===== src/sv/fdw_pkg.sv =====
`default_nettype none
// ----------------------------------------------------------------------------
// fdw_pkg: shared types and constants of the delayed-window FIR filter
// Operation codes, controller/datapath command and status bundles.
// ----------------------------------------------------------------------------
package fdw_pkg;

    localparam logic [1:0] OP_FILTER = 2'd0;
    localparam logic [1:0] OP_COEFF  = 2'd1;
    localparam logic [1:0] OP_CLEAR  = 2'd2;

    localparam logic [6:0] TAP_COUNT_RESET = 7'd64;

    localparam logic signed [15:0] OUT_MAX = 16'sh7FFF;
    localparam logic signed [15:0] OUT_MIN = 16'sh8000;

    typedef struct packed {
        logic init_wr;
        logic start;
        logic issue;
        logic commit;
        logic coef_wr;
        logic clr_hist;
    } cmd_t;

    typedef struct packed {
        logic issue_last;
        logic len_zero;
        logic pipe_busy;
        logic out_free;
        logic init_last;
    } status_t;

endpackage : fdw_pkg
`default_nettype wire


===== src/sv/fdw_ctrl.sv =====
`default_nettype none
// ----------------------------------------------------------------------------
// fdw_ctrl: sequencing state machine
// Coefficient clear sweep, item decode, tap issue and result commit.
// ----------------------------------------------------------------------------
module fdw_ctrl
(
    input  wire logic             clk,
    input  wire logic             rst_n,
    input  wire logic             in_valid,
    input  wire logic [1:0]       operation,
    output logic                  in_ready,
    input  wire fdw_pkg::status_t status,
    output fdw_pkg::cmd_t         cmd
);

    typedef enum logic [3:0] {
        ST_INIT  = 4'b0001,
        ST_IDLE  = 4'b0010,
        ST_RUN   = 4'b0100,
        ST_DRAIN = 4'b1000
    } state_t;

    state_t state_reg;
    state_t state_next;

    always_ff @(posedge clk or negedge rst_n)
    begin
        if (!rst_n)
        begin
            state_reg <= ST_INIT;
        end
        else
        begin
            state_reg <= state_next;
        end
    end

    always_comb
    begin
        state_next = state_reg;
        cmd        = '0;
        in_ready   = 1'b0;
        unique case (state_reg)
            ST_INIT:
            begin
                cmd.init_wr = 1'b1;
                if (status.init_last)
                begin
                    state_next = ST_IDLE;
                end
            end
            ST_IDLE:
            begin
                in_ready = 1'b1;
                if (in_valid)
                begin
                    unique case (operation)
                        fdw_pkg::OP_FILTER:
                        begin
                            cmd.start  = 1'b1;
                            state_next = status.len_zero ? ST_DRAIN : ST_RUN;
                        end
                        fdw_pkg::OP_COEFF:
                        begin
                            cmd.coef_wr = 1'b1;
                        end
                        fdw_pkg::OP_CLEAR:
                        begin
                            cmd.clr_hist = 1'b1;
                        end
                        default:
                        begin
                            cmd.clr_hist = 1'b0;
                        end
                    endcase
                end
            end
            ST_RUN:
            begin
                cmd.issue = 1'b1;
                if (status.issue_last)
                begin
                    state_next = ST_DRAIN;
                end
            end
            ST_DRAIN:
            begin
                if (!status.pipe_busy && status.out_free)
                begin
                    cmd.commit = 1'b1;
                    state_next = ST_IDLE;
                end
            end
            default:
            begin
                state_next = ST_INIT;
            end
        endcase
    end

endmodule : fdw_ctrl
`default_nettype wire


===== src/sv/fdw_datapath.sv =====
`default_nettype none
// ----------------------------------------------------------------------------
// fdw_datapath: history ring, coefficient memory and shared MAC
// Read stage, multiply stage, accumulate stage, round/saturate, output word.
// ----------------------------------------------------------------------------
module fdw_datapath
#(
    parameter int MAX_TAPS  = 64,
    parameter int ACC_WIDTH = 40
)
(
    input  wire logic               clk,
    input  wire logic               rst_n,
    input  wire fdw_pkg::cmd_t      cmd,
    output fdw_pkg::status_t        status,
    input  wire logic signed [15:0] sample,
    input  wire logic [5:0]         tap_index,
    input  wire logic signed [15:0] coeff_value,
    input  wire logic               cfg_valid,
    input  wire logic [6:0]         cfg_data,
    output logic                    out_valid,
    input  wire logic               out_ready,
    output logic signed [15:0]      filtered
);

    localparam int AW = (MAX_TAPS > 1) ? $clog2(MAX_TAPS) : 1;
    localparam int LW = $clog2(MAX_TAPS + 1);
    localparam int CW = (LW > 7) ? LW : 7;
    localparam int IW = (LW > 6) ? LW : 6;
    localparam int SW = LW + 1;
    localparam int QW = ACC_WIDTH + 1 - 15;

    logic signed [15:0] hist_mem [MAX_TAPS];
    logic signed [15:0] coef_mem [MAX_TAPS];

    logic [6:0]                  tap_count_reg;
    logic [AW-1:0]               wp_reg;
    logic [LW-1:0]               fill_reg;
    logic [AW-1:0]               init_cnt_reg;
    logic [AW-1:0]               pos_reg;
    logic [AW-1:0]               k_reg;
    logic [LW-1:0]               remain_reg;
    logic signed [15:0]          sample_reg;
    logic                        s1_valid_reg;
    logic                        s2_valid_reg;
    logic                        hv_reg;
    logic signed [15:0]          hist_rd_reg;
    logic signed [15:0]          coef_rd_reg;
    logic signed [31:0]          prod_reg;
    logic signed [ACC_WIDTH-1:0] acc_reg;
    logic                        out_valid_reg;
    logic signed [15:0]          out_data_reg;

    logic [LW-1:0]               len;
    logic [SW-1:0]               start_sum;
    logic [AW-1:0]               start_pos;
    logic [IW-1:0]               idx_ext;
    logic                        idx_ok;
    logic signed [ACC_WIDTH:0]   round_sum;
    logic signed [QW-1:0]        round_q;
    logic signed [15:0]          sat_value;

    always_comb
    begin
        if (CW'(tap_count_reg) > CW'(MAX_TAPS))
        begin
            len = LW'(MAX_TAPS);
        end
        else
        begin
            len = LW'(tap_count_reg);
        end
        start_sum = SW'(wp_reg) + SW'(MAX_TAPS) - SW'(len);
        if (start_sum >= SW'(MAX_TAPS))
        begin
            start_pos = AW'(start_sum - SW'(MAX_TAPS));
        end
        else
        begin
            start_pos = AW'(start_sum);
        end
        idx_ext   = IW'(tap_index);
        idx_ok    = idx_ext < IW'(MAX_TAPS);
        round_sum = (ACC_WIDTH + 1)'(acc_reg) + (ACC_WIDTH + 1)'(16384);
        round_q   = QW'(round_sum >>> 15);
        if (round_q > QW'(fdw_pkg::OUT_MAX))
        begin
            sat_value = fdw_pkg::OUT_MAX;
        end
        else if (round_q < QW'(fdw_pkg::OUT_MIN))
        begin
            sat_value = fdw_pkg::OUT_MIN;
        end
        else
        begin
            sat_value = round_q[15:0];
        end
    end

    assign status.issue_last = remain_reg == LW'(1);
    assign status.len_zero   = len == '0;
    assign status.pipe_busy  = s1_valid_reg || s2_valid_reg;
    assign status.out_free   = !out_valid_reg || out_ready;
    assign status.init_last  = init_cnt_reg == AW'(MAX_TAPS - 1);

    assign out_valid = out_valid_reg;
    assign filtered  = out_data_reg;

    // control state
    always_ff @(posedge clk or negedge rst_n)
    begin
        if (!rst_n)
        begin
            tap_count_reg <= fdw_pkg::TAP_COUNT_RESET;
            wp_reg        <= '0;
            fill_reg      <= '0;
            init_cnt_reg  <= '0;
            pos_reg       <= '0;
            k_reg         <= '0;
            remain_reg    <= '0;
            s1_valid_reg  <= 1'b0;
            s2_valid_reg  <= 1'b0;
            out_valid_reg <= 1'b0;
        end
        else
        begin
            if (cfg_valid)
            begin
                tap_count_reg <= cfg_data;
            end
            if (cmd.init_wr)
            begin
                init_cnt_reg <= init_cnt_reg + AW'(1);
            end
            if (cmd.start)
            begin
                pos_reg    <= start_pos;
                k_reg      <= '0;
                remain_reg <= len;
            end
            else if (cmd.issue)
            begin
                pos_reg    <= (pos_reg == AW'(MAX_TAPS - 1)) ? '0 : pos_reg + AW'(1);
                k_reg      <= k_reg + AW'(1);
                remain_reg <= remain_reg - LW'(1);
            end
            s1_valid_reg <= cmd.issue;
            s2_valid_reg <= s1_valid_reg;
            if (cmd.clr_hist)
            begin
                wp_reg   <= '0;
                fill_reg <= '0;
            end
            else if (cmd.commit)
            begin
                wp_reg <= (wp_reg == AW'(MAX_TAPS - 1)) ? '0 : wp_reg + AW'(1);
                if (fill_reg != LW'(MAX_TAPS))
                begin
                    fill_reg <= fill_reg + LW'(1);
                end
            end
            if (cmd.commit)
            begin
                out_valid_reg <= 1'b1;
            end
            else if (out_ready)
            begin
                out_valid_reg <= 1'b0;
            end
        end
    end

    // memories
    always_ff @(posedge clk)
    begin
        if (cmd.commit)
        begin
            hist_mem[wp_reg] <= sample_reg;
        end
        if (cmd.init_wr)
        begin
            coef_mem[init_cnt_reg] <= '0;
        end
        else if (cmd.coef_wr && idx_ok)
        begin
            coef_mem[idx_ext[AW-1:0]] <= coeff_value;
        end
        if (cmd.issue)
        begin
            hist_rd_reg <= hist_mem[pos_reg];
            coef_rd_reg <= coef_mem[k_reg];
            hv_reg      <= LW'(pos_reg) < fill_reg;
        end
    end

    // MAC pipeline and output word
    always_ff @(posedge clk)
    begin
        if (cmd.start)
        begin
            sample_reg <= sample;
        end
        if (s1_valid_reg)
        begin
            prod_reg <= (hv_reg ? hist_rd_reg : 16'sd0) * coef_rd_reg;
        end
        if (cmd.start)
        begin
            acc_reg <= '0;
        end
        else if (s2_valid_reg)
        begin
            acc_reg <= acc_reg + ACC_WIDTH'(prod_reg);
        end
        if (cmd.commit)
        begin
            out_data_reg <= sat_value;
        end
    end

endmodule : fdw_datapath
`default_nettype wire


===== src/sv/fir_filter_delayed_window.sv =====
`default_nettype none
// ----------------------------------------------------------------------------
// fir_filter_delayed_window: streaming FIR over Q1.15 samples
// A filter word issues its L = min(tap_count, MAX_TAPS) taps to the MAC; the
// result is committed once the pipeline is empty and the output is free, and
// the next word is taken after that. Coefficient/clear words stay in idle.
// Rate is set by the single shared multiply-accumulate unit, one tap a cycle.
// Reset: coefficient clearing sweep over all MAX_TAPS entries, s_axis_tready low.
// ----------------------------------------------------------------------------
module fir_filter_delayed_window
#(
    parameter int MAX_TAPS  = 64,
    parameter int ACC_WIDTH = 40
)
(
    input  wire logic        clk,
    input  wire logic        rst_n,
    input  wire logic        s_axis_tvalid,
    output logic             s_axis_tready,
    input  wire logic [39:0] s_axis_tdata,   // sample[15:0], tap_index[21:16],
                                             // coeff_value[37:22], zero pad
    input  wire logic [1:0]  s_axis_tuser,   // operation[1:0]
    output logic             m_axis_tvalid,
    input  wire logic        m_axis_tready,
    output logic [15:0]      m_axis_tdata,   // filtered[15:0]
    input  wire logic        cfg_valid,
    output logic             cfg_ready,
    input  wire logic [6:0]  cfg_data        // tap_count[6:0]
);

    fdw_pkg::cmd_t    cmd;
    fdw_pkg::status_t status;
    logic signed [15:0] filtered;

    assign cfg_ready    = 1'b1;
    assign m_axis_tdata = filtered;

    fdw_ctrl u_ctrl
    (
        .clk       (clk),
        .rst_n     (rst_n),
        .in_valid  (s_axis_tvalid),
        .operation (s_axis_tuser),
        .in_ready  (s_axis_tready),
        .status    (status),
        .cmd       (cmd)
    );

    fdw_datapath
    #(
        .MAX_TAPS  (MAX_TAPS),
        .ACC_WIDTH (ACC_WIDTH)
    )
    u_datapath
    (
        .clk         (clk),
        .rst_n       (rst_n),
        .cmd         (cmd),
        .status      (status),
        .sample      (s_axis_tdata[15:0]),
        .tap_index   (s_axis_tdata[21:16]),
        .coeff_value (s_axis_tdata[37:22]),
        .cfg_valid   (cfg_valid),
        .cfg_data    (cfg_data),
        .out_valid   (m_axis_tvalid),
        .out_ready   (m_axis_tready),
        .filtered    (filtered)
    );

endmodule : fir_filter_delayed_window
`default_nettype wire


===== config.mk =====
export PLATFORM = sky130hd
export DESIGN_NAME = fir_filter_delayed_window
export DESIGN_NICKNAME = d
export VERILOG_FILES = /design/src/sv/fdw_pkg.sv /design/src/sv/fdw_ctrl.sv /design/src/sv/fdw_datapath.sv /design/src/sv/fir_filter_delayed_window.sv
export SDC_FILE = /design/constraint.sdc
export NUM_CORES = 2
export LEC_CHECK = 0
export BUFFER_PORTS_ARGS = -buffer_cell sky130_fd_sc_hd__buf_2
export CORE_ASPECT_RATIO = 1.5
export CORE_MARGIN = 3
export CORE_UTILIZATION = 35
export CTS_CLUSTER_SIZE = 28
export DETAILED_ROUTE_END_ITERATION = 12
export GPL_ROUTABILITY_DRIVEN = 0
export PLACE_DENSITY = 0.6
export SLEW_MARGIN = 10
export SYNTH_ARGS = -nofsm -noshare
export SYNTH_HDL_FRONTEND = slang
export SYNTH_HIERARCHICAL = 1
export SYNTH_SLANG_ARGS = --single-unit

===== constraint.sdc =====
create_clock -name clk -period 8.4 [get_ports clk]
set_input_delay 0.84 -clock clk [delete_from_list [all_inputs] [get_ports clk]]
set_output_delay 0.84 -clock clk [all_outputs]
set_load 0.05 [all_outputs]

; Word-level counts from Yosys, hierarchy flattened
; Memories as Yosys holds them, arrays and structs flattened. A register that Yosys moved wholly into a read port is not among the register bits.
; Cells that the tools add are included.
[word_totals]
mem_bits_rw = 2048
register_bits = 157
inputBits = 54
memories = 2
[memory_table]
columns = name, words, width, read_ports, rd_ports_with_merged_regs, wr, line_no
row1 = u_datapath.coef_mem, 64, 16, 1, 1, 1, fdw_datapath.sv:34  ; logic signed [15:0] coef_mem [MAX_TAPS];
row2 = u_datapath.hist_mem, 64, 16, 1, 1, 1, fdw_datapath.sv:33  ; logic signed [15:0] hist_mem [MAX_TAPS];
[classes]
reduce_logical = 14
eq_ne = 16
magnitude_cmp = 5
mux = 48
addsub = 11
multipliers = 1
[ops]
columns = operator, n
row1 = 6-bit two-way mux, 10
row2 = 7-bit two-way mux, 6
row3 = 40-bit by 16-bit adder with 41-bit output (second input constant), 1
row4 = 40-bit by 32-bit adder with 40-bit output, 1
row5 = 32-bit by 16-bit multiplier with 32-bit output, 1
row6 = 16-bit two-way mux, 2
row7 = 32-bit two-way mux, 1
row8 = 26-bit by 16-bit > comparator with 1-bit output (second input constant), 1
row9 = 26-bit by 16-bit < comparator with 1-bit output (second input constant), 1
row10 = 6-bit by 1-bit adder with 6-bit output (second input constant), 4
row11 = 4-bit two-way mux, 6
row12 = 1-bit two-way mux, 20
row13 = 6-bit equality test (second input constant), 3
row14 = 4-bit case mux with 4 select lines, 1
row15 = 16-bit OR reduction, 1
row16 = 6-bit by 7-bit adder with 8-bit output (second input constant), 1
row17 = 8-bit by 7-bit greater-or-equal comparator with 1-bit output (second input constant), 1
row18 = 2-bit != test (second input constant), 4
row19 = 2-bit nonzero test, 4
row20 = 8-bit by 7-bit subtractor with 8-bit output, 1
row21 = 7-bit by 1-bit adder with 7-bit output (second input constant), 1
row22 = 7-bit by 1-bit equality test with 1-bit output (second input constant), 1
row23 = 7-bit > comparator (second input constant), 1
row24 = 7-bit logical NOT, 1
row25 = 18 further kinds, 21

; Logic depth before layout (Yosys ltp)
[logic_depth]
ltp_word = 9
depth_mapped = 25
ltp_nobuf = 23

; By module
; The synthesis kept the hierarchy.
[modules_own_cells]
columns = module, instances, area_per_inst_um2, seq_area_each_um2, cells_each
row1 = fdw_datapath, 1, 97900.1, 66414.9, 5139
row2 = fdw_ctrl, 1, 374.1, 101.3, 41
row3 = fir_filter_delayed_window, 1, 11.3, 0.0, 2

; Worst setup path before layout
; No wires, ideal clock.
[synth_path]
path_kind = register -> register
start = register u_datapath.hv_reg
end = register u_datapath.prod_reg[30], data pin
path_stages_with_launch = 21
arrival_time_ps = 6325
n_path_buf = 2
period_less_slack_ps = 6583
required_time_ps = 8141
setup_slack_ps = 1817
cell_sequence = edfxtp_1 clkbuf_1 and2_1 clkbuf_1 nand2_1 fa_1 fa_1 fa_1 fa_1 inv_1 fa_1 fa_1 ha_1 a21oi_1 or3b_1 a311oi_2 o21ai_2 a211o_1 a2111oi_4 a2bb2oi_2 o21bai_1
[synth_via]
elab_chain_len = 2
[synth_rtl]
columns = item, line_no
row1 = start: declaration, fdw_datapath.sv:46  ; logic hv_reg;
row2 = start signal: assignment, fdw_datapath.sv:192  ; hv_reg <= LW'(pos_reg) < fill_reg;
row3 = 32-bit two-way mux, fdw_datapath.sv:205  ; prod_reg <= (hv_reg ? hist_rd_reg : 16'sd0) * coef_rd_reg;
row4 = 32-bit by 16-bit multiplier with 32-bit output, fdw_datapath.sv:205
row5 = end signal: assignment, fdw_datapath.sv:205
row6 = end: declaration, fdw_datapath.sv:49  ; logic signed [31:0] prod_reg;
; No other way between the ends.
; A chain may end at the register's enable or synchronous reset.

; Worst setup path in the final report
; Same ends and word-level chain as after synthesis.

==> flow_summary.yaml <==
pwr:
  pwr-share-clk: 0.440
  total_power_mw: 21.6
  leakage_nw: 35.5
  power_frac_comb: 0.002
  power_density_nw_per_um2: 195
  ir_drop_v: 0.000162
  p_sw_frac: 0.193
  p_seq_frac: 0.558
  p_int_mw: 17.4
  p_switching_mw: 4.16
cts:
  clock_latency_ns: 0.87
  clk_pin_slew_worst_paths_ns: 0.06
  clock-sinks: 2237
  clock_path_buffers: 4
  cts_made_buffers: 216
  postCtsSetupBuffers: 0
  tritoncts: "built"
  cts_max_level: 4
  cts_resized: 0
  ctsHoldBuffers: 0
  root_buffer: "clkbuf_16"
synthesis:
  synthFlopType: "edfxtp_1"
  synth_compound_area_frac: 0.0201
  netlist-cell-type-count: 84
  synth.area.mux_share: 0.157
  yosys_warnings: 6
  synthArstFlopShare: 0.0232
  ys_ff_latch: 2237
  synth_fa_ha_area_frac: 0.0717
  seq_area_frac_synth: 0.677
  synth_common_cells: "edfxtp_1, mux4_2, inv_1"
  synth_xor_area_frac: 0.00980
  synth.most_common_cell: "edfxtp_1"
  yosys.area_share.simple: 0.0418
  synthCells: 5182
  synth_top_family_by_area: "multiplexers"
  netlist_area_um2: 98300
  syn_nets: 5640
  synth_top_area_frac: 0.655
  synth_edf_count: 2145
  synth_area_leaders: "edfxtp_1, mux4_2, fa_1"
  synth_area_leader_cell: "edfxtp_1"
  avgSynthCellArea_um2: 19.0
global_route:
  antenna_found_initial: 5
  overflow: 0
  grt_pass1_vias: 51300
  grt_max_degree: 136
  grt.total_usage: 0.161
  grt_pass1_wl_um: 343000
routing:
  viasPerCell: 5.21
  final_antenna_net_count: 0
  drtPass1Iterations: 5
  num_vias: 48300
  drt_iter0_markers: 4029
  wirelength_um: 230000
  drc: 0
  wire_per_inst_um: 24.8
placed_design:
  dp.cells: 8886
  dpl_cell_area_um2: 104000
  portBuffers: 69
  preCtsSetupSlack_ns: 0.953
  post-dp-hpwl_um: 143000
finish:
  layout.nets: 5859
  fin_cells: 9281
  drive_above_1_share: 0.233
  fin_area_um2: 111000
  fill_cells: 25100
  area_growth_pct: 12.6
floorplan:
  start_util: 0.353
  dieHeight_um: 655
  ios: 73
  die_w_um: 439
  die_area_um2: 287000
  core_area_um2: 279000
  num_rows: 237
sta:
  final_max_slew_viol_count: 0
  finalClockSkew_ns: 0.0999
  slew_headroom: 0.208
  setup_tns_ns: 0
  finalWorstSetupSlack_ns: 0.910
  fmaxAchievable_ghz: 0.134
  worstMarginPinSlew_ns: 1.18
  rsz0062_at_grt: "no"
  layout_min_cycle_time_ns: 7.49
  finalSetupViolCount: 0
  period_share: 0.892
  final_hold_viol_count: 0
setup_path:
  arrival_ns: 8.02
  cp-start-kind: "register"
  crit_required_ns: 8.93
  cp-end-kind: "register"
  critPathKind: "register to register"
  crit_fanout: 18
worst_hold_path:
  hold_path.class: "input port to asynchronous set/reset pin"
run_status:
  status: "finished clean"
job:
  drv_cap: 0
==> cell type report <==
type / count / area (um^2) / area share
flip-flops and latches: 2237 / 66500 / 0.601
multi-input cells: 2374 / 29700 / 0.268
clock buffers: 261 / 5610 / 0.0507
well taps: 3704 / 4630 / 0.0419
repair buffers: 253 / 1810 / 0.0164
inverters: 319 / 1200 / 0.0108
clock inverters: 127 / 1180 / 0.0107
diodes: 6 / 15.0 / 0.000136
==> stage by stage <==
stage,hold WS [ns],utilization
after CTS,0.0665,0.397
after global routing,0.0950,0.397
after floorplan,0.445,-
after global placement,0.459,0.372
final,0.0874,0.397
after detailed placement,0.469,0.372
==> kinds of logic (layout without fill, tap and decap cells) <==
family	after synthesis	in the layout
AOI/OAI and AO/OA	308	308
other	1	7
xor gates and xnor gates	110	110
adders and majority gates	404	404
and+or+nand+nor	846	846
DFF	2237	2237
buffers and inverters	571	960
muxes	705	705
==> metal layers <==
layer | track usage | up-vias | wire (um)
met1 | 0.196 | 26000 | 88000
met4 | 0.0511 | 0 | 7650
met5 | 0 | - | 0
met2 | 0.294 | 1202 | 124000
met3 | 0.0202 | 379 | 10300
li1 | - | 20800 | -
==> worst paths after layout <==
check / slack, ns / to / cells past startpoint / start
max reg2reg: 0.91 / u_datapath/prod_reg[30] / 18 / u_datapath/hv_reg
max in group asynchronous: 7.50 / u_datapath/pos_reg[1] / 2 / rst_n
max: 0.91 / u_datapath/prod_reg[30] / 18 / u_datapath/hv_reg
min: 0.09 / u_datapath/init_cnt_reg[0] / 2 / rst_n
min in group clk: 0.16 / u_datapath/sample_reg[3] / 1 / s_axis_tdata[3]
min reg2reg: 0.47 / u_datapath/acc_reg[4] / 2 / u_datapath/acc_reg[4]
==> worst max-delay path, cell delays in order (launching register included) <==
cell       delay, ns
edfxtp_1        0.76
and2_1          0.50
nand2_1         0.15
fa_1            0.57
fa_1            0.58
fa_1            0.45
fa_1            0.54
inv_1           0.05
fa_1            0.49
fa_1            0.46
ha_1            0.39
a21oi_1         0.22
or3b_1          0.39
a311oi_2        0.50
o21ai_2         0.15
a211o_1         0.37
a2111oi_4       0.38
a2bb2oi_2       0.16
o21bai_1        0.10
==> power groups by stage <==
| stage | Combinational, mW | Sequential [mW] | Clock (mW) |
|---|---|---|---|
| final | 0.0498 | 12.0 | 9.49 |
| after detailed placement | 0.0497 | 12.3 | 0 |
| after floorplan | 0.0217 | 12.3 | 0 |
| after global placement | 0.0492 | 12.3 | 0 |
| after global routing | 0.0545 | 12.0 | 10.2 |
| after CTS | 0.0502 | 12.0 | 9.75 |
==> placed cells by master (no fill, tap or decap), drive strengths merged, types with 5 or more instances in the layout <==
cell type  Yosys  layout
o31ai          6       6
diode          0       6
o21ai         83      83
a211oi        14      14
mux4         672     672
nand2        223     223
o211ai         5       5
nand2b        31      31
fa           265     265
or2            6       6
and3         144     144
inv          319     324
clkinvlp       0      11
xor2          39      39
xnor2         71      71
nor2b         17      17
nor3b         10      10
dfrtp         50      50
a21o          34      34
clkbuf       185     261
o31a           6       6
a21oi         93      93
nand3b        11      11
o21bai        10      10
mux2i         21      21
nor2         256     256
nor3          25      25
or3           13      13
o21a           9       9
o22ai          6       6
ha           139     139
and2          34      34
nand3         37      37
edfxtp      2145    2145
nand4         19      19
clkinv         0      91
buf           67     253
mux2          12      12
dfxtp         40      40
bufinv         0      20
Note: power is estimated with default switching activity, not from simulation.
